`src/rtl/btp_pkg.sv`:
```
`default_nettype none

package btp_pkg;

  // Address width walked by the trie, most significant bit first
  localparam int ADDR_BITS = 32;
  // Width of a depth count, 0 to ADDR_BITS inclusive
  localparam int DEPTH_W = $clog2(ADDR_BITS + 1);
  // Prefix length port width
  localparam int PLEN_W = 6;
  // Default size of the node store
  localparam int NODE_COUNT_DEF = 4096;

  // Command codes
  localparam logic CMD_INSERT = 1'b0;
  localparam logic CMD_SEARCH = 1'b1;

  // Finished result offered by the walker to the output stage
  typedef struct packed {
    logic                 valid;
    logic [DEPTH_W-1:0]   match_len;
    logic [ADDR_BITS-1:0] matched_prefix;
    logic                 found;
    logic                 pool_full;
  } walk_res_t;

endpackage

`default_nettype wire

```
`src/rtl/btp_walk.sv`:
```
`default_nettype none

module btp_walk
  import btp_pkg::*;
#(
  parameter int NODE_COUNT = NODE_COUNT_DEF,
  localparam int LINK_W = $clog2(NODE_COUNT),
  localparam int FREE_W = $clog2(NODE_COUNT + 1)
) (
  input  wire logic                 clk,
  input  wire logic                 rst,
  input  wire logic                 in_valid,
  output logic                      in_stall,
  input  wire logic                 command,
  input  wire logic [ADDR_BITS-1:0] address,
  input  wire logic [PLEN_W-1:0]    prefix_len,
  output walk_res_t                 res,
  input  wire logic                 res_take,
  output logic                      mem_we,
  output logic      [LINK_W-1:0]    mem_waddr,
  output logic      [2*LINK_W-1:0]  mem_wdata,
  output logic      [LINK_W-1:0]    mem_raddr,
  input  wire logic [2*LINK_W-1:0]  mem_rdata
);

  typedef enum logic [1:0] {S_IDLE, S_WALK, S_CHAIN, S_DONE} state_t;

  state_t               state;
  logic                 cmd;
  logic [ADDR_BITS-1:0] addr;
  logic [ADDR_BITS-1:0] sh;
  logic [ADDR_BITS-1:0] keep;
  logic [DEPTH_W-1:0]   limit;
  logic [DEPTH_W-1:0]   depth;
  logic [LINK_W-1:0]    node;
  logic [FREE_W-1:0]    free;
  logic [LINK_W-1:0]    root_zero;
  logic [LINK_W-1:0]    root_one;
  logic [DEPTH_W-1:0]   res_len;
  logic [ADDR_BITS-1:0] res_prefix;
  logic                 res_found;
  logic                 res_full;

  logic [LINK_W-1:0]    cur_zero;
  logic [LINK_W-1:0]    cur_one;
  logic                 bit_b;
  logic [LINK_W-1:0]    nxt;
  logic                 nxt_ok;
  logic                 pool_empty;
  logic [LINK_W-1:0]    free_link;
  logic                 at_limit;
  logic [DEPTH_W-1:0]   plen_sat;
  logic [DEPTH_W-1:0]   fin_len;
  logic [ADDR_BITS-1:0] fin_prefix;
  logic                 fin_found;

  // Links of the current node: root lives in registers, the rest in the store
  assign cur_zero   = (node == '0) ? root_zero : mem_rdata[LINK_W-1:0];
  assign cur_one    = (node == '0) ? root_one  : mem_rdata[2*LINK_W-1:LINK_W];
  assign bit_b      = sh[ADDR_BITS-1];
  assign nxt        = bit_b ? cur_one : cur_zero;
  assign nxt_ok     = (nxt != '0) && (32'(nxt) < 32'(NODE_COUNT));
  assign pool_empty = (32'(free) >= 32'(NODE_COUNT));
  assign free_link  = free[LINK_W-1:0];
  assign at_limit   = (depth == limit);

  // Saturate the prefix length at the address width
  assign plen_sat = (prefix_len > PLEN_W'(ADDR_BITS)) ? DEPTH_W'(ADDR_BITS)
                                                      : DEPTH_W'(prefix_len);

  // Result values when the walk stops at the current depth
  assign fin_len    = (cmd == CMD_SEARCH) ? depth : '0;
  assign fin_prefix = (cmd == CMD_SEARCH) ? (addr & keep) : '0;
  assign fin_found  = (cmd == CMD_SEARCH) && (depth != '0);

  assign in_stall = (state != S_IDLE);

  assign res.valid          = (state == S_DONE);
  assign res.match_len      = res_len;
  assign res.matched_prefix = res_prefix;
  assign res.found          = res_found;
  assign res.pool_full      = res_full;

  // Store accesses: read the next node, link a parent or fill a new node
  always_comb begin
    mem_we    = 1'b0;
    mem_waddr = node;
    mem_wdata = '0;
    mem_raddr = nxt;
    unique case (state)
      S_WALK: begin
        if (!at_limit && !nxt_ok && cmd == CMD_INSERT && !pool_empty &&
            node != '0) begin
          mem_we    = 1'b1;
          mem_wdata = bit_b ? {free_link, cur_zero} : {cur_one, free_link};
        end
      end
      S_CHAIN: begin
        // A fresh node is always written once, with its single child or empty
        mem_we = 1'b1;
        if (!at_limit && !pool_empty) begin
          mem_wdata = bit_b ? {free_link, LINK_W'(0)} : {LINK_W'(0), free_link};
        end
      end
      default: begin
      end
    endcase
  end

  // Walk control, allocation counter and held result
  always_ff @(posedge clk) begin
    if (rst) begin
      state     <= S_IDLE;
      free      <= FREE_W'(1);
      root_zero <= '0;
      root_one  <= '0;
    end else begin
      unique case (state)
        S_IDLE: begin
          if (in_valid) begin
            cmd   <= command;
            addr  <= address;
            sh    <= address;
            keep  <= '0;
            limit <= (command == CMD_SEARCH) ? DEPTH_W'(ADDR_BITS) : plen_sat;
            depth <= '0;
            node  <= '0;
            state <= S_WALK;
          end
        end
        S_WALK: begin
          if (at_limit) begin
            res_len    <= fin_len;
            res_prefix <= fin_prefix;
            res_found  <= fin_found;
            res_full   <= 1'b0;
            state      <= S_DONE;
          end else if (nxt_ok) begin
            // Follow an existing link
            node  <= nxt;
            depth <= depth + DEPTH_W'(1);
            sh    <= sh << 1;
            keep  <= {1'b1, keep[ADDR_BITS-1:1]};
          end else if (cmd == CMD_SEARCH) begin
            res_len    <= fin_len;
            res_prefix <= fin_prefix;
            res_found  <= fin_found;
            res_full   <= 1'b0;
            state      <= S_DONE;
          end else if (pool_empty) begin
            res_len    <= '0;
            res_prefix <= '0;
            res_found  <= 1'b0;
            res_full   <= 1'b1;
            state      <= S_DONE;
          end else begin
            // Link a new node under the current one and start the fresh chain
            if (node == '0) begin
              if (bit_b) begin
                root_one <= free_link;
              end else begin
                root_zero <= free_link;
              end
            end
            node  <= free_link;
            free  <= free + FREE_W'(1);
            depth <= depth + DEPTH_W'(1);
            sh    <= sh << 1;
            state <= S_CHAIN;
          end
        end
        S_CHAIN: begin
          if (at_limit || pool_empty) begin
            res_len    <= '0;
            res_prefix <= '0;
            res_found  <= 1'b0;
            res_full   <= !at_limit;
            state      <= S_DONE;
          end else begin
            node  <= free_link;
            free  <= free + FREE_W'(1);
            depth <= depth + DEPTH_W'(1);
            sh    <= sh << 1;
          end
        end
        S_DONE: begin
          if (res_take) begin
            state <= S_IDLE;
          end
        end
        default: begin
          state <= S_IDLE;
        end
      endcase
    end
  end

endmodule

`default_nettype wire

```
`config.mk`:
```
export PLATFORM = sky130hd
export DESIGN_NAME = btp_walk
export DESIGN_NICKNAME = d
export VERILOG_FILES = /design/src/rtl/btp_pkg.sv /design/src/rtl/btp_walk.sv
export SDC_FILE = /design/constraint.sdc
export NUM_CORES = 1
export LEC_CHECK = 0
export BUFFER_PORTS_ARGS = -buffer_cell sky130_fd_sc_hd__buf_2
export CAP_MARGIN = 20
export CORE_MARGIN = 8
export CORE_UTILIZATION = 40
export CTS_BUF_LIST = sky130_fd_sc_hd__clkbuf_4
export CTS_CLUSTER_SIZE = 8
export DETAILED_ROUTE_END_ITERATION = 16
export PLACE_DENSITY = 0.67
export SKIP_CTS_REPAIR_TIMING = 1
export SLEW_MARGIN = 10
export SYNTH_ARGS = -nofsm -noshare
export SYNTH_HDL_FRONTEND = slang
export SYNTH_SLANG_ARGS = --single-unit
```
`constraint.sdc`:
```
create_clock -name clk -period 4 [get_ports clk]
set_input_delay 0.6 -clock clk [delete_from_list [all_inputs] [get_ports clk]]
set_output_delay 0.6 -clock clk [all_outputs]
set_load 0.1 [all_outputs]
```
Word level (Yosys, flattened, before mapping):

Index checks and enable logic that the tools add are counted.

* $add $sub $neg: 2
* multiply operators: 0
* div/mod/pow operators: 0
* $lt $le $gt $ge: 2
* equal/unequal tests: 17
* shift operators: 0
* multiplexer cells: 75
* bitwise gates (word level): 7
* reduce and logical (&&, ||, !) cells: 28

Operators with widths (number)
* $mux 32: 15
* $pmux 32 s2: 2
* $mux 12: 9
* $mux 24: 4
* $pmux 32 s3: 1
* $mux 6: 12
* $mux 13: 5
* $pmux 24 s2: 1
* $pmux 12 s3: 1
* $and 32x32->32: 1
* $pmux 13 s2: 1
* $reduce_bool 12->1: 2
* $reduce_and 7->1: 3
* $pmux 6 s3: 1
* $ne 2x2->1 const B: 8
* $add 13x1->13 const B: 1
* $ge 13x13->1 const B: 1
* $mux 1: 13
* $logic_not 12->1: 1
* $pmux 6 s2: 1
* $mux 2: 5
* $reduce_and 5->1: 2
* $ne 3x3->1 const B: 3
* $pmux 2 s4: 1
* 20 further kinds: 37

* bits in registers: 200
* latch bits: 0
* memory bits (writable): 0
* memory bits (read-only): 0
* input port bits: 67
* output and inout port bits: 91
* word-level logic and storage cells: 146
* memories kept: 0

Longest topological paths before layout:

* word-level depth: 11
* gate-level depth with buffers: 10
* mapped depth without buffers: 8

Least setup slack after synthesis:

OpenSTA, ideal clock, no wires.

* path type: flip-flop to output port
* start: reg node[11] (netlist: mem_waddr[11])
* end: out mem_wdata[22]
* data arrival time: 4.754 ns
* data required time: 3.400 ns
* slack: -1.354 ns
* cell stages (with the launch flop): 9
* path buffers: 1
* cell sequence: edfxtp_1 -> nor4_1 -> and3_1 -> clkbuf_1 -> mux2i_1 -> nand3_1 -> nor4_4 -> nor2_1 -> o21ai_0

* cells in the longest elaborated chain, start to end: 11
* elaborated cells on any way between the ends: 14
* classes of those cells: mux: 6; reduce/logical: 8

RTL lines
* from (decl): line btp_walk.sv:35 `logic [LINK_W-1:0] node;`
* from (signal assigned): line btp_walk.sv:140 `node <= nxt;`
* from (signal assigned): line btp_walk.sv:165 `node <= free_link;`
* from (signal assigned): line btp_walk.sv:180 `node <= free_link;`
* $logic_not 12->1: line btp_walk.sv:58, btp_walk.sv:59
* $mux 12, on equally long branches: line btp_walk.sv:58, btp_walk.sv:59
* $mux 12: line btp_walk.sv:61 `assign nxt = bit_b ? cur_one : cur_zero;`
* $reduce_bool 12->1: line btp_walk.sv:62 `assign nxt_ok = (nxt != '0) && (32'(nxt) < 32'(NODE_COUNT));`
* $logic_not 1->1: line btp_walk.sv:92 `if (!at_limit && !nxt_ok && cmd == CMD_INSERT && !pool_empty &&`
* $logic_and 1x1->1 (4 in a row): line btp_walk.sv:92
* $mux 24 (*): line btp_walk.sv:92
* $pmux 24 s2 (*): line btp_walk.sv:90 `unique case (state)`
* to (decl): line btp_walk.sv:21 `output logic [2*LINK_W-1:0] mem_wdata,`

Every way passes the cells marked *; elsewhere a longest branch is shown, timed or not.

Worst setup path after layout:

* start: reg sh[31]
* end: out mem_wdata[17]

* cells in the longest elaborated chain, start to end: 9
* elaborated cells on any way between the ends: 12
* classes of those cells: mux: 6; reduce/logical: 6

RTL lines
* from (decl): line btp_walk.sv:31 `logic [ADDR_BITS-1:0] sh;`
* from (signal assigned): line btp_walk.sv:123 `sh <= address;`
* from (signal assigned): line btp_walk.sv:142 `sh <= sh << 1;`
* from (signal assigned): line btp_walk.sv:168 `sh <= sh << 1;`
* $mux 12: line btp_walk.sv:61
* $reduce_bool 12->1: line btp_walk.sv:62
* $logic_not 1->1: line btp_walk.sv:92
* $logic_and 1x1->1 (4 in a row): line btp_walk.sv:92
* $mux 24: line btp_walk.sv:92
* $pmux 24 s2 (*): line btp_walk.sv:90

Marks and branches as above.

==> flow_metrics.py <==
metrics = {
    "run_status": {
        "status": "finished clean",
    },
    "detailed_routing": {
        "routed_via_density": 5.49,
        "drt_wl_total_microns": 23100,
        "drt_iter0_markers": 492,
        "drt_first_pass_iters": 5,
        "postRouteAntennaNets": 0,
        "drcViolationCount": 0,
        "vias": 6213,
        "routedWlPerCell_microns": 20.4,
    },
    "floorplanning": {
        "die_h_microns": 164,
        "io_pins": 158,
        "initial_core_util": 0.404,
        "rows": 54,
        "die_w_microns": 164,
        "core_sq_mm": 0.0216,
        "dieArea_sq_mm": 0.0268,
    },
    "logic_synthesis": {
        "yosysSeqAreaShare": 0.643,
        "ys_top_cells_by_area": "edfxtp_1 (55%), dfxtp_1 (8.9%), mux2_2 (4.0%), and2_1 (3.2%), mux4_2 (3.1%)",
        "syn_area_per_cell_sq_um": 12.9,
        "synth_commonest_cells": "edfxtp_1 (161), a21oi_1 (47), and2_1 (45)",
        "synthDistinctLibCells": 51,
        "yosys_warnings": 0,
        "ys.flop_type": "edfxtp_1",
        "synthArstFlopShare": 0,
        "synth_seq_cells": 200,
        "synth_top_cell_area_share": 0.554,
        "netlist_area_sq_mm": 0.00873,
        "synth.most_common_cell": "edfxtp_1",
        "syn_inst": 678,
        "syn-num-nets": 754,
        "synth_edf_count": 161,
        "yosys.area.top_type": "edfxtp_1",
    },
    "sta": {
        "finalSetupTns_ns": 0,
        "setup_viol": 0,
        "worst_pin_slew_ns": 0.971,
        "hold_viol": 0,
        "fin_skew_ns": 0.0370,
        "min_period_ns": 3.94,
        "slew_headroom": 0.353,
        "rsz0062_at_grt": "yes",
        "finalCritPeriodShare": 0.985,
        "fmax_mhz": 254,
        "maxSlewViolCount": 0,
    },
    "worst_setup_path": {
        "crit_chain": "clkinvlp_4, or4_1, nand3_2, nand3_1, nor4_4, buf_4, buf_12, o21ai_2, buf_4, a21oi_4, buf_12",
        "crit_path_max_fanout": 6,
        "crit_family": "simple AND/OR/NAND/NOR gates",
        "setup.worst_path.class": "reg2out",
        "end_kind": "output pin",
        "critical_path.max_stage_delay_ns": 0.57,
        "start_kind": "flop",
        "cpMaxStageDelayCell": "edfxtp_1",
        "rrSetupSlack_ns": 0.88,
        "cp.arrival_ns": 3.34,
        "critPathBufInv": 5,
        "critPathRequiredTime_ns": 3.40,
    },
    "pwr": {
        "clock_power_share": 0.159,
        "pwr-share-seq": 0.441,
        "p_per_area_mw_per_mm2": 620,
        "p_sw_frac": 0.435,
        "p_comb_frac": 0.400,
        "internal_power_w": 0.00388,
        "leakagePower_nw": 3.94,
        "switchingPower_w": 0.00299,
        "peakVddDrop_v": 0.000240,
    },
    "clocking": {
        "cts.htree.levels": 4,
        "insertion_delay_ns": 0.58,
        "cts_made_buffers": 17,
        "clock_sinks": 200,
        "cts.path.max_buffers": 2,
        "cts_tree": "built",
        "clockRootBuffer": "clkbuf_4",
        "cts.clk_slew.worst_paths_ns": 0.18,
    },
    "min_path": {
        "hp-class": "in2reg",
    },
    "global_route": {
        "grt_max_degree": 51,
        "antenna_found_initial": 1,
        "grt_overflow": 0,
        "grt_pass1_wl_microns": 34900,
        "grt_util_all_layers": 0.169,
        "grt_pass1_vias": 6099,
    },
    "place": {
        "post-dp-hpwl_microns": 16200,
        "place_congestion": 0.910,
        "numPortBuffers": 157,
        "place_area_sq_mm": 0.0105,
    },
    "finish": {
        "post-route-util": 0.513,
        "fin_area_sq_mm": 0.0111,
        "final_nets": 914,
        "drive_gt1_frac": 0.376,
        "syn_to_final_growth_pct": 26.9,
    },
    "run": {
        "cap_violations": 0,
    },
}
-- cell usage in the layout (no fill, tap or decap), types with 5 or more instances in the layout --
cell,instances
a21oi_1,24
dfxtp_1,39
buf_12,29
o21ai_0,12
a22o_1,9
nand3_1,32
nor4_1,9
inv_1,13
nand3_2,9
xor2_1,7
clkbuf_4,17
and3_1,34
or3_1,5
nand2_1,37
mux4_2,12
or4_1,5
nor2_1,36
mux2_2,31
a41oi_1,8
and2_1,45
nor3_1,5
edfxtp_1,161
buf_4,26
buf_2,132
ha_1,8
a21oi_4,20
-- cell type report --
| cell class | count | area [sq um] |
|---|---|---|
| Multi-Input combinational cell | 414 | 3240 |
| Sequential cell | 200 | 5620 |
| Antenna cell | 1 | 2.50 |
| Timing Repair Buffer | 191 | 1510 |
| Inverter | 14 | 56.3 |
| Tap cell | 280 | 350 |
| Clock buffer | 17 | 128 |
| Clock inverter | 15 | 183 |
| Fill cell | 1909 | 10500 |
-- metrics by stage --
stage          setup slack, ns  cells  hold slack (ns)  total power, W
2_1_floorplan           -0.650    678            0.446         0.00516
3_5_place_dp             0.289   1080            0.486         0.00578
6_report                0.0614   1132            0.193         0.00688
3_3_place_gp             0.308   1080            0.486         0.00575
4_1_cts                 -0.251   1112            0.133         0.00688
5_1_grt                 -0.116   1132            0.106         0.00720
-- flip-flops by register name, indices dropped and copies added (netlist names) --
name and flops:
addr 32, keep 32, res_prefix 32, sh 32, free 13, mem_waddr 12, root_one 12, root_zero 12
depth 6, limit 6, res_len 6, state 2, cmd 1, res_found 1, res_full 1
-- worst reg2reg max path, cell delays in order (launching register included) --
cell      delay [ns]
edfxtp_1        0.47
nor4_4          0.33
and3_4          0.31
mux2i_4         0.26
buf_4           0.15
nand4_4         0.16
o31a_1          0.54
nor4_1          0.61
mux2i_1         0.23
-- power by group through the flow --
stage / sequential (W) / clock [W] / combinational, W
after floorplan: 0.00381 / 0 / 0.00135
after global placement: 0.00307 / 0 / 0.00268
after detailed placement: 0.00308 / 0 / 0.00270
after CTS: 0.00303 / 0.00113 / 0.00271
after global routing: 0.00308 / 0.00121 / 0.00291
final: 0.00303 / 0.00109 / 0.00275
-- layer usage --
layer  share of wire  global-route usage
met3           0.087              0.0496
met5               0                   0
met1            0.43               0.222
met2            0.46               0.262
met4           0.023              0.0620
-- path summary, 6_finish.rpt --
check / start / end / depth (start not counted)
max: sh[31]$_DFFE_PP_ / mem_wdata[17] / 11
min: address[20] / addr[20]$_DFFE_PP_ / 1
max reg2reg: mem_waddr[7]$_DFFE_PP_ / free[10]$_SDFFE_PP0P_ / 8
min reg2reg: root_zero[8]$_SDFFE_PP0P_ / root_zero[8]$_SDFFE_PP0P_ / 2
-- logic make-up (layout without fill, tap and decap cells) --
family,count (synthesis),in the layout,synth area share
fa+ha+maj,9,9,0.0129
xor+xnor,11,11,0.0110
flops,200,200,0.643
buf+inv,65,237,0.0300
mux,49,49,0.0778
other cells,0,1,0
simple gates,245,245,0.154
compound gates,99,100,0.0709
(Power assumes the default switching activity.)
